[src/design/as_path_stream_analyzer_assert.svh]
// Assertion macros shared by the AS path stream analyzer RTL.
// No dependencies; included by files that carry concurrent assertions.
`ifndef AS_PATH_STREAM_ANALYZER_ASSERT_SVH
`define AS_PATH_STREAM_ANALYZER_ASSERT_SVH

// Same-cycle implication, disabled while reset is asserted.
`define ASP_ASSERT_IMPLY(lbl, clk, rst_n, ante, cons, msg) \
    lbl: assert property (@(posedge clk) disable iff (!(rst_n)) (ante) |-> (cons)) \
        else $error(msg);

// Next-cycle implication, disabled while reset is asserted.
`define ASP_ASSERT_NEXT(lbl, clk, rst_n, ante, cons, msg) \
    lbl: assert property (@(posedge clk) disable iff (!(rst_n)) (ante) |=> (cons)) \
        else $error(msg);

`endif

[src/design/asp_pkg.sv]
// Shared types and constants of the AS path stream analyzer.
// No dependencies; imported by every module of the block.
package asp_pkg;

    // Error codes reported with a result.
    localparam logic [2:0] ERR_NONE     = 3'd0;
    localparam logic [2:0] ERR_HDR_CUT  = 3'd1;
    localparam logic [2:0] ERR_BODY_CUT = 3'd2;
    localparam logic [2:0] ERR_CONFED   = 3'd3;
    localparam logic [2:0] ERR_UNKNOWN  = 3'd4;
    localparam logic [2:0] ERR_ZERO_LEN = 3'd5;

    // Segment type codes.
    localparam logic [7:0] SEG_SET        = 8'd1;
    localparam logic [7:0] SEG_SEQ        = 8'd2;
    localparam logic [7:0] SEG_CONFED_SEQ = 8'd3;
    localparam logic [7:0] SEG_CONFED_SET = 8'd4;

    // Configuration register indexes.
    localparam logic CFG_ASN_SIZE_FOUR  = 1'b0;
    localparam logic CFG_CONFED_ALLOWED = 1'b1;

    // Largest value an offset field can carry.
    localparam int OFFSET_FIELD_MAX = 8191;

    typedef struct packed {
        logic [7:0] data_byte;
        logic       has_byte;
        logic       last_byte;
    } t_in_item;

    // Members run from the highest bit down, so path_ok lands in bit 0.
    typedef struct packed {
        logic        has_as4;
        logic        has_confed;
        logic [31:0] first_as;
        logic        first_found;
        logic [31:0] origin_as;
        logic        origin_found;
        logic [12:0] path_length;
        logic [12:0] error_value;
        logic [12:0] error_offset;
        logic [2:0]  error_code;
        logic        path_ok;
    } t_result;

endpackage

[src/design/asp_in_stage.sv]
// Input register of the AS path stream analyzer.
// Depends on asp_pkg for the input item type.
module asp_in_stage (
    input  logic              i_clk,
    input  logic              i_rst_n,
    input  logic              i_valid,
    output logic              o_ready,
    input  asp_pkg::t_in_item i_item,
    input  logic              i_advance,
    output logic              o_valid,
    output asp_pkg::t_in_item o_item
);
    import asp_pkg::*;

    logic     r_valid;
    t_in_item r_item;

    // The register frees up in the same cycle the parser takes its item.
    assign o_ready = !r_valid || i_advance;
    assign o_valid = r_valid;
    assign o_item  = r_item;

    always_ff @(posedge i_clk) begin
        if (!i_rst_n) begin
            r_valid <= 1'b0;
        end else if (i_valid && o_ready) begin
            r_valid <= 1'b1;
        end else if (i_advance) begin
            r_valid <= 1'b0;
        end
    end

    always_ff @(posedge i_clk) begin
        if (i_valid && o_ready) begin
            r_item <= i_item;
        end
    end

endmodule

[src/design/asp_parse_core.sv]
// Per-byte AS_PATH parser: path state, configuration registers and result logic.
// Depends on asp_pkg for codes, the input item type and the result type.
module asp_parse_core #(
    parameter int MAX_PATH_BYTES = 4096
) (
    input  logic              i_clk,
    input  logic              i_rst_n,
    input  logic              i_cfg_we,
    input  logic              i_cfg_addr,
    input  logic              i_cfg_wdata,
    input  logic              i_advance,
    input  asp_pkg::t_in_item i_item,
    output asp_pkg::t_result  o_result
);
    import asp_pkg::*;

    localparam int SAT_INT = (MAX_PATH_BYTES < OFFSET_FIELD_MAX) ?
                             MAX_PATH_BYTES : OFFSET_FIELD_MAX;
    localparam logic [12:0] SAT_CAP = 13'(SAT_INT);

    localparam logic [1:0] PH_TYPE  = 2'd0;
    localparam logic [1:0] PH_COUNT = 2'd1;
    localparam logic [1:0] PH_BODY  = 2'd2;

    // Offset of the first ASN's last byte in a path that opens with a sequence.
    localparam logic [12:0] FIRST_END_AS2 = 13'd3;
    localparam logic [12:0] FIRST_END_AS4 = 13'd5;

    logic        r_asn_size_four, r_confed_allowed;
    logic [1:0]  r_phase,          n_phase;
    logic [7:0]  r_segment_type,   n_segment_type;
    logic [9:0]  r_asn_bytes_left, n_asn_bytes_left;
    logic [1:0]  r_asn_byte_index, n_asn_byte_index;
    logic [31:0] r_asn_shift,      n_asn_shift;
    logic [12:0] r_byte_offset,    n_byte_offset;
    logic [12:0] r_segment_start,  n_segment_start;
    logic [2:0]  r_pending_error,  n_pending_error;
    logic [7:0]  r_pending_value,  n_pending_value;
    logic [2:0]  r_latched_error,  n_latched_error;
    logic [12:0] r_latched_value,  n_latched_value;
    logic [12:0] r_latched_offset, n_latched_offset;
    logic [12:0] r_length_sum,     n_length_sum;
    logic [31:0] r_origin_reg,     n_origin_reg;
    logic        r_origin_flag,    n_origin_flag;
    logic [31:0] r_first_reg,      n_first_reg;
    logic        r_first_flag,     n_first_flag;
    logic        r_confed_flag,    n_confed_flag;
    logic        r_as4_flag,       n_as4_flag;

    always_comb begin
        logic [7:0]  b;
        logic [12:0] cur;
        logic [2:0]  seg_err;
        logic [7:0]  add_len;
        logic [13:0] len_sum;
        logic        asn_close;
        logic [31:0] asn_val;

        n_phase          = r_phase;
        n_segment_type   = r_segment_type;
        n_asn_bytes_left = r_asn_bytes_left;
        n_asn_byte_index = r_asn_byte_index;
        n_asn_shift      = r_asn_shift;
        n_byte_offset    = r_byte_offset;
        n_segment_start  = r_segment_start;
        n_pending_error  = r_pending_error;
        n_pending_value  = r_pending_value;
        n_latched_error  = r_latched_error;
        n_latched_value  = r_latched_value;
        n_latched_offset = r_latched_offset;
        n_length_sum     = r_length_sum;
        n_origin_reg     = r_origin_reg;
        n_origin_flag    = r_origin_flag;
        n_first_reg      = r_first_reg;
        n_first_flag     = r_first_flag;
        n_confed_flag    = r_confed_flag;
        n_as4_flag       = r_as4_flag;

        b         = i_item.data_byte;
        cur       = r_byte_offset;
        seg_err   = ERR_NONE;
        add_len   = '0;
        len_sum   = '0;
        asn_close = 1'b0;
        asn_val   = '0;

        if (i_item.has_byte) begin
            n_byte_offset = (cur < SAT_CAP) ? cur + 13'd1 : SAT_CAP;
            unique case (r_phase)
                PH_COUNT: begin
                    case (r_segment_type) inside
                        SEG_SET, SEG_SEQ:               seg_err = ERR_NONE;
                        SEG_CONFED_SEQ, SEG_CONFED_SET: seg_err = r_confed_allowed ?
                                                                  ERR_NONE : ERR_CONFED;
                        default:                        seg_err = ERR_UNKNOWN;
                    endcase
                    if (seg_err == ERR_NONE && b == 8'd0) begin
                        seg_err = ERR_ZERO_LEN;
                    end
                    // A set counts one even when empty; a sequence counts its ASNs.
                    if (r_segment_type == SEG_SET) begin
                        add_len = 8'd1;
                    end else if (r_segment_type == SEG_SEQ) begin
                        add_len = b;
                    end
                    len_sum      = {1'b0, r_length_sum} + {6'd0, add_len};
                    n_length_sum = (len_sum < {1'b0, SAT_CAP}) ? len_sum[12:0] : SAT_CAP;
                    if (b != 8'd0 && (r_segment_type == SEG_SET ||
                                      r_segment_type == SEG_CONFED_SET)) begin
                        n_origin_flag = 1'b0;
                    end
                    n_asn_byte_index = '0;
                    n_asn_shift      = '0;
                    if (b == 8'd0) begin
                        if (n_latched_error == ERR_NONE && seg_err != ERR_NONE) begin
                            n_latched_error  = seg_err;
                            n_latched_value  = {5'd0, r_segment_type};
                            n_latched_offset = r_segment_start;
                        end
                        n_pending_error  = ERR_NONE;
                        n_pending_value  = '0;
                        n_asn_bytes_left = '0;
                        n_phase          = PH_TYPE;
                    end else begin
                        n_pending_error  = seg_err;
                        n_pending_value  = r_segment_type;
                        n_asn_bytes_left = r_asn_size_four ? {b, 2'b00} : {1'b0, b, 1'b0};
                        n_phase          = PH_BODY;
                    end
                end
                PH_BODY: begin
                    asn_val = {r_asn_shift[23:0], b};
                    n_asn_shift = asn_val;
                    if (r_asn_bytes_left != '0) begin
                        n_asn_bytes_left = r_asn_bytes_left - 10'd1;
                    end
                    // The ASN size may change mid-path, so close on any index at or past the end.
                    asn_close = r_asn_size_four ? (r_asn_byte_index == 2'd3)
                                                : (r_asn_byte_index != 2'd0);
                    if (asn_close) begin
                        if (asn_val[31:16] != 16'd0) begin
                            n_as4_flag = 1'b1;
                        end
                        if (r_segment_type == SEG_SEQ || r_segment_type == SEG_CONFED_SEQ) begin
                            n_origin_reg  = asn_val;
                            n_origin_flag = 1'b1;
                        end
                        if (r_segment_type == SEG_SEQ && r_segment_start == '0 &&
                            cur == (r_asn_size_four ? FIRST_END_AS4 : FIRST_END_AS2)) begin
                            n_first_reg  = asn_val;
                            n_first_flag = 1'b1;
                        end
                        n_asn_byte_index = '0;
                        n_asn_shift      = '0;
                    end else begin
                        n_asn_byte_index = r_asn_byte_index + 2'd1;
                    end
                    if (n_asn_bytes_left == '0) begin
                        if (n_latched_error == ERR_NONE && r_pending_error != ERR_NONE) begin
                            n_latched_error  = r_pending_error;
                            n_latched_value  = {5'd0, r_pending_value};
                            n_latched_offset = r_segment_start;
                        end
                        n_pending_error  = ERR_NONE;
                        n_pending_value  = '0;
                        n_asn_byte_index = '0;
                        n_asn_shift      = '0;
                        n_phase          = PH_TYPE;
                    end
                end
                default: begin
                    n_segment_type  = b;
                    n_segment_start = cur;
                    if (b == SEG_CONFED_SEQ || b == SEG_CONFED_SET) begin
                        n_confed_flag = 1'b1;
                    end
                    n_phase = PH_COUNT;
                end
            endcase
        end

        // A cut outranks the open segment's pending error but not an error already latched.
        if (i_item.last_byte && n_latched_error == ERR_NONE) begin
            if (n_phase == PH_COUNT) begin
                n_latched_error  = ERR_HDR_CUT;
                n_latched_value  = '0;
                n_latched_offset = n_segment_start;
            end else if (n_phase == PH_BODY) begin
                n_latched_error  = ERR_BODY_CUT;
                n_latched_value  = n_byte_offset - n_segment_start;
                n_latched_offset = n_segment_start;
            end
        end

        o_result.path_ok      = (n_latched_error == ERR_NONE);
        o_result.error_code   = n_latched_error;
        o_result.error_offset = (n_latched_error != ERR_NONE) ? n_latched_offset : '0;
        o_result.error_value  = (n_latched_error != ERR_NONE) ? n_latched_value : '0;
        o_result.path_length  = n_length_sum;
        o_result.origin_found = n_origin_flag;
        o_result.origin_as    = n_origin_flag ? n_origin_reg : '0;
        o_result.first_found  = n_first_flag;
        o_result.first_as     = n_first_flag ? n_first_reg : '0;
        o_result.has_confed   = n_confed_flag;
        o_result.has_as4      = n_as4_flag;

        if (i_item.last_byte) begin
            n_phase          = PH_TYPE;
            n_segment_type   = '0;
            n_asn_bytes_left = '0;
            n_asn_byte_index = '0;
            n_asn_shift      = '0;
            n_byte_offset    = '0;
            n_segment_start  = '0;
            n_pending_error  = ERR_NONE;
            n_pending_value  = '0;
            n_latched_error  = ERR_NONE;
            n_latched_value  = '0;
            n_latched_offset = '0;
            n_length_sum     = '0;
            n_origin_reg     = '0;
            n_origin_flag    = 1'b0;
            n_first_reg      = '0;
            n_first_flag     = 1'b0;
            n_confed_flag    = 1'b0;
            n_as4_flag       = 1'b0;
        end
    end

    always_ff @(posedge i_clk) begin
        if (!i_rst_n) begin
            r_asn_size_four  <= 1'b1;
            r_confed_allowed <= 1'b0;
        end else if (i_cfg_we) begin
            unique case (i_cfg_addr)
                CFG_ASN_SIZE_FOUR:  r_asn_size_four  <= i_cfg_wdata;
                CFG_CONFED_ALLOWED: r_confed_allowed <= i_cfg_wdata;
                default:            r_asn_size_four  <= r_asn_size_four;
            endcase
        end
    end

    always_ff @(posedge i_clk) begin
        if (!i_rst_n) begin
            r_phase          <= PH_TYPE;
            r_segment_type   <= '0;
            r_asn_bytes_left <= '0;
            r_asn_byte_index <= '0;
            r_asn_shift      <= '0;
            r_byte_offset    <= '0;
            r_segment_start  <= '0;
            r_pending_error  <= ERR_NONE;
            r_pending_value  <= '0;
            r_latched_error  <= ERR_NONE;
            r_latched_value  <= '0;
            r_latched_offset <= '0;
            r_length_sum     <= '0;
            r_origin_reg     <= '0;
            r_origin_flag    <= 1'b0;
            r_first_reg      <= '0;
            r_first_flag     <= 1'b0;
            r_confed_flag    <= 1'b0;
            r_as4_flag       <= 1'b0;
        end else if (i_advance) begin
            r_phase          <= n_phase;
            r_segment_type   <= n_segment_type;
            r_asn_bytes_left <= n_asn_bytes_left;
            r_asn_byte_index <= n_asn_byte_index;
            r_asn_shift      <= n_asn_shift;
            r_byte_offset    <= n_byte_offset;
            r_segment_start  <= n_segment_start;
            r_pending_error  <= n_pending_error;
            r_pending_value  <= n_pending_value;
            r_latched_error  <= n_latched_error;
            r_latched_value  <= n_latched_value;
            r_latched_offset <= n_latched_offset;
            r_length_sum     <= n_length_sum;
            r_origin_reg     <= n_origin_reg;
            r_origin_flag    <= n_origin_flag;
            r_first_reg      <= n_first_reg;
            r_first_flag     <= n_first_flag;
            r_confed_flag    <= n_confed_flag;
            r_as4_flag       <= n_as4_flag;
        end
    end

endmodule

[src/design/asp_out_stage.sv]
// Result register of the AS path stream analyzer.
// Depends on asp_pkg for the result type.
module asp_out_stage (
    input  logic             i_clk,
    input  logic             i_rst_n,
    input  logic             i_load,
    input  asp_pkg::t_result i_result,
    output logic             o_free,
    output logic             o_valid,
    input  logic             i_ready,
    output asp_pkg::t_result o_result
);
    import asp_pkg::*;

    logic    r_valid;
    t_result r_result;

    // A waiting result may be replaced in the cycle it is taken.
    assign o_free   = !r_valid || i_ready;
    assign o_valid  = r_valid;
    assign o_result = r_result;

    always_ff @(posedge i_clk) begin
        if (!i_rst_n) begin
            r_valid <= 1'b0;
        end else if (i_load) begin
            r_valid <= 1'b1;
        end else if (i_ready) begin
            r_valid <= 1'b0;
        end
    end

    always_ff @(posedge i_clk) begin
        if (i_load) begin
            r_result <= i_result;
        end
    end

endmodule

[src/design/as_path_stream_analyzer.sv]
// Top level of the AS path stream analyzer: BGP AS_PATH byte stream in, one result per path.
// Depends on asp_pkg, asp_in_stage, asp_parse_core, asp_out_stage and the assert header.
//
//   Port group   Direction  Payload
//   s_axis       in         tdata: data_byte; tuser: has_byte; tlast: last_byte
//   m_axis       out        tdata: one result per path (fields listed at the port)
//   i_cfg_*      in         register index and write data, written when i_cfg_we is high
//
// One item is taken per cycle unless the input is stalled. An accepted item waits in the input
// register until it is applied to the parser state; an item that closes a path loads its result
// into the output register at the edge that applies it, so m_axis_tvalid is registered. A closing
// item waits in the input register while the output register holds an untaken result, stalling
// the input; other items never wait on the output. Reset is synchronous and restores the
// configuration defaults and an empty path.
`include "as_path_stream_analyzer_assert.svh"

module as_path_stream_analyzer #(
    parameter int MAX_PATH_BYTES = 4096
) (
    input  logic          i_clk,
    input  logic          i_rst_n,
    input  logic          s_axis_tvalid,
    output logic          s_axis_tready,
    input  logic [7:0]    s_axis_tdata,   // [7:0] data_byte
    input  logic          s_axis_tuser,   // [0] has_byte
    input  logic          s_axis_tlast,   // last_byte
    output logic          m_axis_tvalid,
    input  logic          m_axis_tready,
    // [0] path_ok, [3:1] error_code, [16:4] error_offset, [29:17] error_value,
    // [42:30] path_length, [43] origin_found, [75:44] origin_as, [76] first_found,
    // [108:77] first_as, [109] has_confed, [110] has_as4, [111] zero
    output logic [111:0]  m_axis_tdata,
    input  logic          i_cfg_we,
    input  logic          i_cfg_addr,
    input  logic          i_cfg_wdata
);
    import asp_pkg::*;

    localparam int SAT_INT = (MAX_PATH_BYTES < OFFSET_FIELD_MAX) ?
                             MAX_PATH_BYTES : OFFSET_FIELD_MAX;
    localparam logic [12:0] SAT_CAP = 13'(SAT_INT);

    t_in_item w_s_item;
    t_in_item w_in_item;
    logic     w_in_valid;
    logic     w_advance;
    logic     w_out_free;
    t_result  w_core_result;
    t_result  w_out_result;

    assign w_s_item.data_byte = s_axis_tdata;
    assign w_s_item.has_byte  = s_axis_tuser;
    assign w_s_item.last_byte = s_axis_tlast;

    // Only an item that closes a path needs room in the output register.
    assign w_advance = w_in_valid && (!w_in_item.last_byte || w_out_free);

    asp_in_stage u_in_stage (
        .i_clk     (i_clk),
        .i_rst_n   (i_rst_n),
        .i_valid   (s_axis_tvalid),
        .o_ready   (s_axis_tready),
        .i_item    (w_s_item),
        .i_advance (w_advance),
        .o_valid   (w_in_valid),
        .o_item    (w_in_item)
    );

    asp_parse_core #(
        .MAX_PATH_BYTES (MAX_PATH_BYTES)
    ) u_parse_core (
        .i_clk       (i_clk),
        .i_rst_n     (i_rst_n),
        .i_cfg_we    (i_cfg_we),
        .i_cfg_addr  (i_cfg_addr),
        .i_cfg_wdata (i_cfg_wdata),
        .i_advance   (w_advance),
        .i_item      (w_in_item),
        .o_result    (w_core_result)
    );

    asp_out_stage u_out_stage (
        .i_clk    (i_clk),
        .i_rst_n  (i_rst_n),
        .i_load   (w_advance && w_in_item.last_byte),
        .i_result (w_core_result),
        .o_free   (w_out_free),
        .o_valid  (m_axis_tvalid),
        .i_ready  (m_axis_tready),
        .o_result (w_out_result)
    );

    assign m_axis_tdata = {1'b0, w_out_result};

    `ASP_ASSERT_IMPLY(a_ok_has_no_error, i_clk, i_rst_n,
        m_axis_tvalid && w_out_result.path_ok,
        (w_out_result.error_code == ERR_NONE) && (w_out_result.error_offset == '0) &&
        (w_out_result.error_value == '0),
        "passing path carries error details")
    `ASP_ASSERT_IMPLY(a_fail_has_code, i_clk, i_rst_n,
        m_axis_tvalid && !w_out_result.path_ok,
        (w_out_result.error_code != ERR_NONE) && (w_out_result.error_code <= ERR_ZERO_LEN),
        "failing path without a valid error code")
    `ASP_ASSERT_IMPLY(a_as_zero_unfound, i_clk, i_rst_n,
        m_axis_tvalid,
        (w_out_result.origin_found || w_out_result.origin_as == '0) &&
        (w_out_result.first_found || w_out_result.first_as == '0),
        "ASN reported without its found flag")
    `ASP_ASSERT_IMPLY(a_length_capped, i_clk, i_rst_n,
        m_axis_tvalid,
        (w_out_result.path_length <= SAT_CAP) && (w_out_result.error_offset <= SAT_CAP),
        "length or offset beyond saturation cap")
    `ASP_ASSERT_IMPLY(a_empty_input_ready, i_clk, i_rst_n,
        !w_in_valid, s_axis_tready,
        "input register empty but not ready")
    `ASP_ASSERT_NEXT(a_result_drains, i_clk, i_rst_n,
        m_axis_tvalid && m_axis_tready && !(w_advance && w_in_item.last_byte),
        !m_axis_tvalid,
        "taken result shown again")

endmodule

[config.mk]
export PLATFORM = sky130hd
export DESIGN_NAME = as_path_stream_analyzer
export DESIGN_NICKNAME = d
export VERILOG_FILES = /design/src/design/asp_pkg.sv /design/src/design/asp_in_stage.sv /design/src/design/asp_parse_core.sv /design/src/design/asp_out_stage.sv /design/src/design/as_path_stream_analyzer.sv
export VERILOG_INCLUDE_DIRS = /design/src /design/src/design
export SDC_FILE = /design/constraint.sdc
export NUM_CORES = 1
export LEC_CHECK = 0
export ABC_AREA = 1
export BUFFER_PORTS_ARGS = -buffer_cell sky130_fd_sc_hd__buf_2
export CAP_MARGIN = 20
export CORE_UTILIZATION = 35
export CTS_BUF_LIST = sky130_fd_sc_hd__clkbuf_4
export DETAILED_ROUTE_END_ITERATION = 7
export HOLD_SLACK_MARGIN = 0.08
export PLACE_DENSITY = 0.56
export SYNTH_ARGS = -nofsm -noshare
export SYNTH_HDL_FRONTEND = slang
export SYNTH_SLANG_ARGS = --single-unit
[constraint.sdc]
create_clock -name i_clk -period 12.8 [get_ports i_clk]
set_input_delay 2.56 -clock i_clk [delete_from_list [all_inputs] [get_ports i_clk]]
set_output_delay 2.56 -clock i_clk [all_outputs]
set_load 0.02 [all_outputs]
# --- Word level (Yosys, flattened, before mapping) ---
# Cells that the tools add are included.
totals:
  regBits: 318
  latchBits: 0
  mem_bits_rw: 0
  rom_bits: 0
  output_inout_bits: 114
  n_memories: 0
classes:
  n_addsub: 5
  mul: 0
  n_div: 0
  n_lt_le_gt_ge: 2
  eq_ne: 14
  shift: 0
  n_mux: 124
  n_bitwise: 1
  n_reduce_logical: 45
ops:
  columns: ["op", "n"]
  rows:
  - ["two-way mux 13 bit", 28]
  - ["two-way mux 32 bit", 10]
  - ["two-way mux 24 bit", 4]
  - ["two-way mux 8 bit", 11]
  - ["two-way mux 10 bit", 7]
  - ["two-way mux 3 bit", 21]
  - ["case mux 13 bit (2 select lines)", 2]
  - ["case mux 24 bit (2 select lines)", 1]
  - ["== test 8 x 2 -> 1 bit (second input constant)", 3]
  - ["two-way mux 1 bit", 24]
  - ["case mux 10 bit (2 select lines)", 1]
  - ["two-way mux 2 bit", 9]
  - ["== test 8 x 3 -> 1 bit (second input constant)", 2]
  - ["case mux 8 bit (2 select lines)", 1]
  - ["nonzero test 16 bit", 1]
  - ["adder 13 x 8 -> 14 bit", 1]
  - ["< comparator 14 x 13 -> 1 bit (second input constant)", 1]
  - ["adder 13 x 1 -> 13 bit (second input constant)", 1]
  - ["== test 13 bit", 1]
  - ["zero test 13 bit", 1]
  - ["< comparator 13 bit (second input constant)", 1]
  - ["subtractor 13 bit", 1]
  - ["zero test 3 bit", 4]
  - ["case mux 3 bit (2 select lines)", 2]
  - ["23 further kinds", 53]

# --- Logic depth before layout (Yosys ltp) ---
depth:
  ltp_word: 21
  depth_mapped: 23
  ltp_nobuf: 22

# --- Modules after synthesis ---
# Synthesis repeated with hierarchy kept, for this count alone.
unflattened:
  cells_unflattened: 2228
  area_unflattened_um2: 16847.4
modules_own_cells:
  columns: ["module", "n_inst", "cells_each", "area_per_inst_um2", "seq_area_each_um2"]
  rows:
  - ["asp_parse_core", 1, 2087, 13080.0, 3883.7]
  - ["asp_out_stage", 1, 117, 3379.5, 3353.2]
  - ["asp_in_stage", 1, 17, 351.6, 320.3]
  - ["as_path_stream_analyzer", 1, 7, 36.3, 0.0]

# --- Least setup slack after synthesis ---
# Ideal clock, no wire load.
synth_path:
  path_kind: "input-to-reg"
  from: "input port m_axis_tready"
  to: "register u_parse_core.r_segment_type[0]"
  setup_ns: 0.132
  arrival_ns: 5.778
  slack_ns: 6.890
  cell_stages: 9
  cell_sequence: "nor2_1 -> nand2_1 -> nand2_1 -> inv_1 -> nand2_1 -> inv_1 -> a31oi_1 -> nand2_1 -> a21oi_1"
synth_via:
  elab_chain_cells: 4
synth_lines:
  columns: ["element", "line_no", "text"]
  rows:
  - ["from (decl)", "as_path_stream_analyzer.sv:28", "input logic m_axis_tready,"]
  - ["logical OR 1 bit", "asp_out_stage.sv:19", "assign o_free = !r_valid || i_ready;"]
  - ["logical OR 1 bit", "as_path_stream_analyzer.sv:56", "assign w_advance = w_in_valid && (!w_in_item.last_byte || w_out_free);"]
  - ["logical AND 1 bit", "as_path_stream_analyzer.sv:56", null]
  - ["AND reduction 3 bit (no source line)", null, null]
  - ["to (signal assigned)", "asp_parse_core.sv:266", "r_segment_type <= n_segment_type;"]
  - ["to (decl)", "asp_parse_core.sv:31", "logic [7:0] r_segment_type, n_segment_type;"]
# Every way passes these cells.
# A chain may end at the register's enable or synchronous reset.

# --- Final worst setup path ---
layout_path:
  from: "input port m_axis_tready"
  to: "output port s_axis_tready"
layout_via:
  elab_chain_cells: 4
layout_lines:
  columns: ["element", "line_no", "text"]
  rows:
  - ["logical OR 1 bit", "asp_out_stage.sv:19", null]
  - ["logical OR 1 bit", "as_path_stream_analyzer.sv:56", null]
  - ["logical AND 1 bit", "as_path_stream_analyzer.sv:56", null]
  - ["logical OR 1 bit", "asp_in_stage.sv:19", "assign o_ready = !r_valid || i_advance;"]
  - ["to (decl)", "as_path_stream_analyzer.sv:23", "output logic s_axis_tready,"]
# Every way passes these cells.

==> summary.txt <==
Run status
  • Status: completed

STA
  • Hold Vio Cnt, Final: 0
  • Worst Slack Setup Final: 7.07 ns
  • RSZ-0062 raised after global routing: false
  • Setup Total Neg Slack: 0 ns
  • Skew final: 0.0784 ns
  • Tmin final: 5.73 ns
  • Fin. max-slew vios: 0
  • Worst Tran Pin Value: 1.13 ns
  • Worst hold slack: 0.463 ns
  • Max Freq: 0.175 GHz
  • Setup Viol. Count Final: 0
  • Slew Limit Headroom: 24.7%
  • Final worst path period share: 44.7%

Power and ir drop
  • Peak VDD IR: 0.0749 mV
  • Leakage power: 0.00708 µW
  • PwrDens: 121 mW/mm²

Drt
  • DRC viols: 0
  • Vias: 14300
  • Wire per inst: 15.6 µm
  • Antenna Nets Post-Route: 0
  • DR pass1 iterations: 5
  • Via/cell ratio: 4.96
  • Drt total wl: 45.1 mm
  • Initial DRC count: 1010

Logic synthesis
  • Synthesized Nets: 2129
  • Ys Warns: 0
  • Post-synth top area share: 24.5%
  • Post-Synth Adder-Cell Area: 2.29%
  • Largest cells by area after synthesis: dfxtp_1, edfxtp_1, nand2_1, a21oi_1, inv_1
  • Syn Area/Cell: 7.67 µm²
  • Post-Synth XOR/XNOR Area: 1.10%
  • Simple-gate portion of the synthesized area: 25.5%
  • Ys flop type: dfxtp_1
  • Yosys cell types: 52
  • Largest family of logic cells by synthesized area: simple AND/OR/NAND/NOR gates
  • Post-synth EDFFs: 121
  • Post-synthesis sequential area ratio: 47.3%
  • Async SR Flop Fraction: 0%
  • Post-synthesis compound-gate area fraction: 14.6%
  • Largest area contributor in the netlist: dfxtp_1
  • Post-synthesis mux area share: 0%
  • Synthesized area: 0.0160 mm²
  • Post-Syn Instances: 2084
  • FF+latch count, synth: 317

Placement
  • Post-DP HPWL: 30.0 mm
  • Placer Congestion: 0.905
  • Place WS: 7.09 ns
  • I/O Buffers: 129

Worst setup path
  • Critical Path RT: 10.24 ns
  • Arrival time at the worst endpoint: 3.17 ns
  • Setup Crit Path Kind: in2out
  • Most frequent CP cell: buf_2
  • Crit path cell chain: buf_2 > nor2_1 > nand3_1 > buf_2
  • Crit-path max FO: 3
  • R2R depth: 18
  • Worst setup EP type: output pin
  • CP max stage cell: buf_2
  • Crit path largest cell delay: 0.20 ns
  • Worst setup SP type: input pin

Clocking
  • Cts bufs inserted: 91
  • Latest clock arrival within the worst-skew pair: 0.84 ns
  • Setup repair bufs after CTS: 0
  • H-tree depth: 3
  • CTS max path bufs: 3
  • Root buffer cell: clkbuf_4
  • Clk sinks: 317
  • CTS tree: built
  • Hold_buf cts: 0
  • Post_cts resized: 0
  • Reg clk slew, reported paths: 0.06 ns

Floorplan
  • Die height: 216 µm
  • Ports: 131
  • Site Rows: 77
  • Die X: 216 µm
  • DIE AREA: 0.0465 mm²
  • Initial cell density of the core: 35.8%
  • Core area: 0.0446 mm²

Finish
  • Seq. cell area: 0.00756 mm²
  • Commonest non-fill, non-tap cell in the layout: nand2_1
  • Most frequent cells in the layout: nand2_1, inv_1, a21oi_1
  • Share of cells above drive strength 1: 15.6%
  • Layout filler cell count: 4647
  • Max FFs per register: 111
  • Nets: 2261
  • Core Util, Final: 40.8%
  • Synth-to-Final Area Change: 14.0%
  • Multi-input logic area: 0.00698 mm²

Hold path
  • Worst hold stages: 2
  • Min-Delay Path Class: reg2reg

Global route
  • GR Overflow Total: 0
  • First-pass GRT wire length: 72.6 mm
  • Total Routing Usage GR: 19.5%
  • Number of global-route vias before repair: 13698
  • Largest net degree at the start of global routing: 103
  • Initial antenna violation count: 2

Job
  • Max-Cap Viols: 0
[cells by family (layout without fill, tap and decap cells)]
kind of cell / Yosys count / count (layout)
adder cells (fa/ha/maj): 28 / 28
AO/OA/AOI/OAI: 422 / 422
other: 1 / 4
buffers and inverters: 371 / 576
XOR/XNOR: 20 / 20
AND/OR/NAND/NOR: 925 / 925
flip-flops: 317 / 317
[critical path: cells and delay by family]
family / cells / cell delay, ns
buffers and inverters: 2 / 0.30
and+or+nand+nor: 2 / 0.30
[cell type report]
cell class | count | area share (%)
inverter | 269 | 5.58
antenna | 3 | 0.0412
clock buffer | 127 | 5.23
multi-input combinational | 1396 | 38.3
timing repair buffer | 141 | 4.15
tap | 592 | 4.07
clock inverter | 39 | 1.13
sequential | 317 | 41.5
[per-layer routing]
layer  vias up  global-route usage [%]  part of all wire, %
met5         -                       0                    0
met4         0                    7.14                  2.0
met3        63                    4.14                  6.0
met2       392                    30.9                   46
met1      6721                    26.1                   46
li1       7124                       -                    -
[metrics by stage]
step           instance area [µm²]  total power (µW)  cells
4_1_cts                      18200              2240   2881
5_1_grt                      18200              2320   2884
3_5_place_dp                 17000              1280   2715
2_1_floorplan                16000              1230   2084
6_report                     18200              2200   2884
3_3_place_gp                 17000              1280   2714
[cells in the mapped netlist (2+ instances only)]
cell,instances
nand4_1,16
o22ai_1,43
buf_2,5
o21bai_1,3
a21oi_2,2
o211ai_1,2
nand3_4,4
nand3_1,93
inv_2,8
a31oi_1,6
dfxtp_1,196
o21ai_0,111
buf_6,3
o221ai_1,2
ha_1,26
buf_4,3
a211oi_1,8
clkbuf_1,83
nand2_1,557
buf_1,6
nand2_2,11
nand2_4,4
nor3_1,19
nand4_2,2
nor2_1,173
fa_1,2
clkinv_1,3
edfxtp_1,121
o21a_1,13
a22oi_1,17
o21ai_1,2
nor2_2,5
nor2_4,24
inv_1,257
nor4_1,10
buf_12,2
xor2_1,16
o21ai_2,3
nor2_8,3
xnor2_1,4
a21oi_1,205
[power breakdown]
part / leakage, µW / total [µW] / internal [µW] / switching, µW
Clock: 0.000679 / 945 / 484 / 461
Sequential: 0.00278 / 1070 / 1060 / 11.6
Combinational: 0.00362 / 187 / 48.4 / 138
[worst paths after layout]
path	from	endpoint	slack [ns]
worst max-delay path	m_axis_tready	s_axis_tready	7.07
worst min-delay path	u_parse_core.r_confed_allowed	u_parse_core.r_confed_allowed	0.46
worst max register to register	u_parse_core.r_phase[0]	u_out_stage.o_result[23]	8.30
worst min register to register	u_parse_core.r_confed_allowed	u_parse_core.r_confed_allowed	0.46
(Power assumes the default switching activity.)
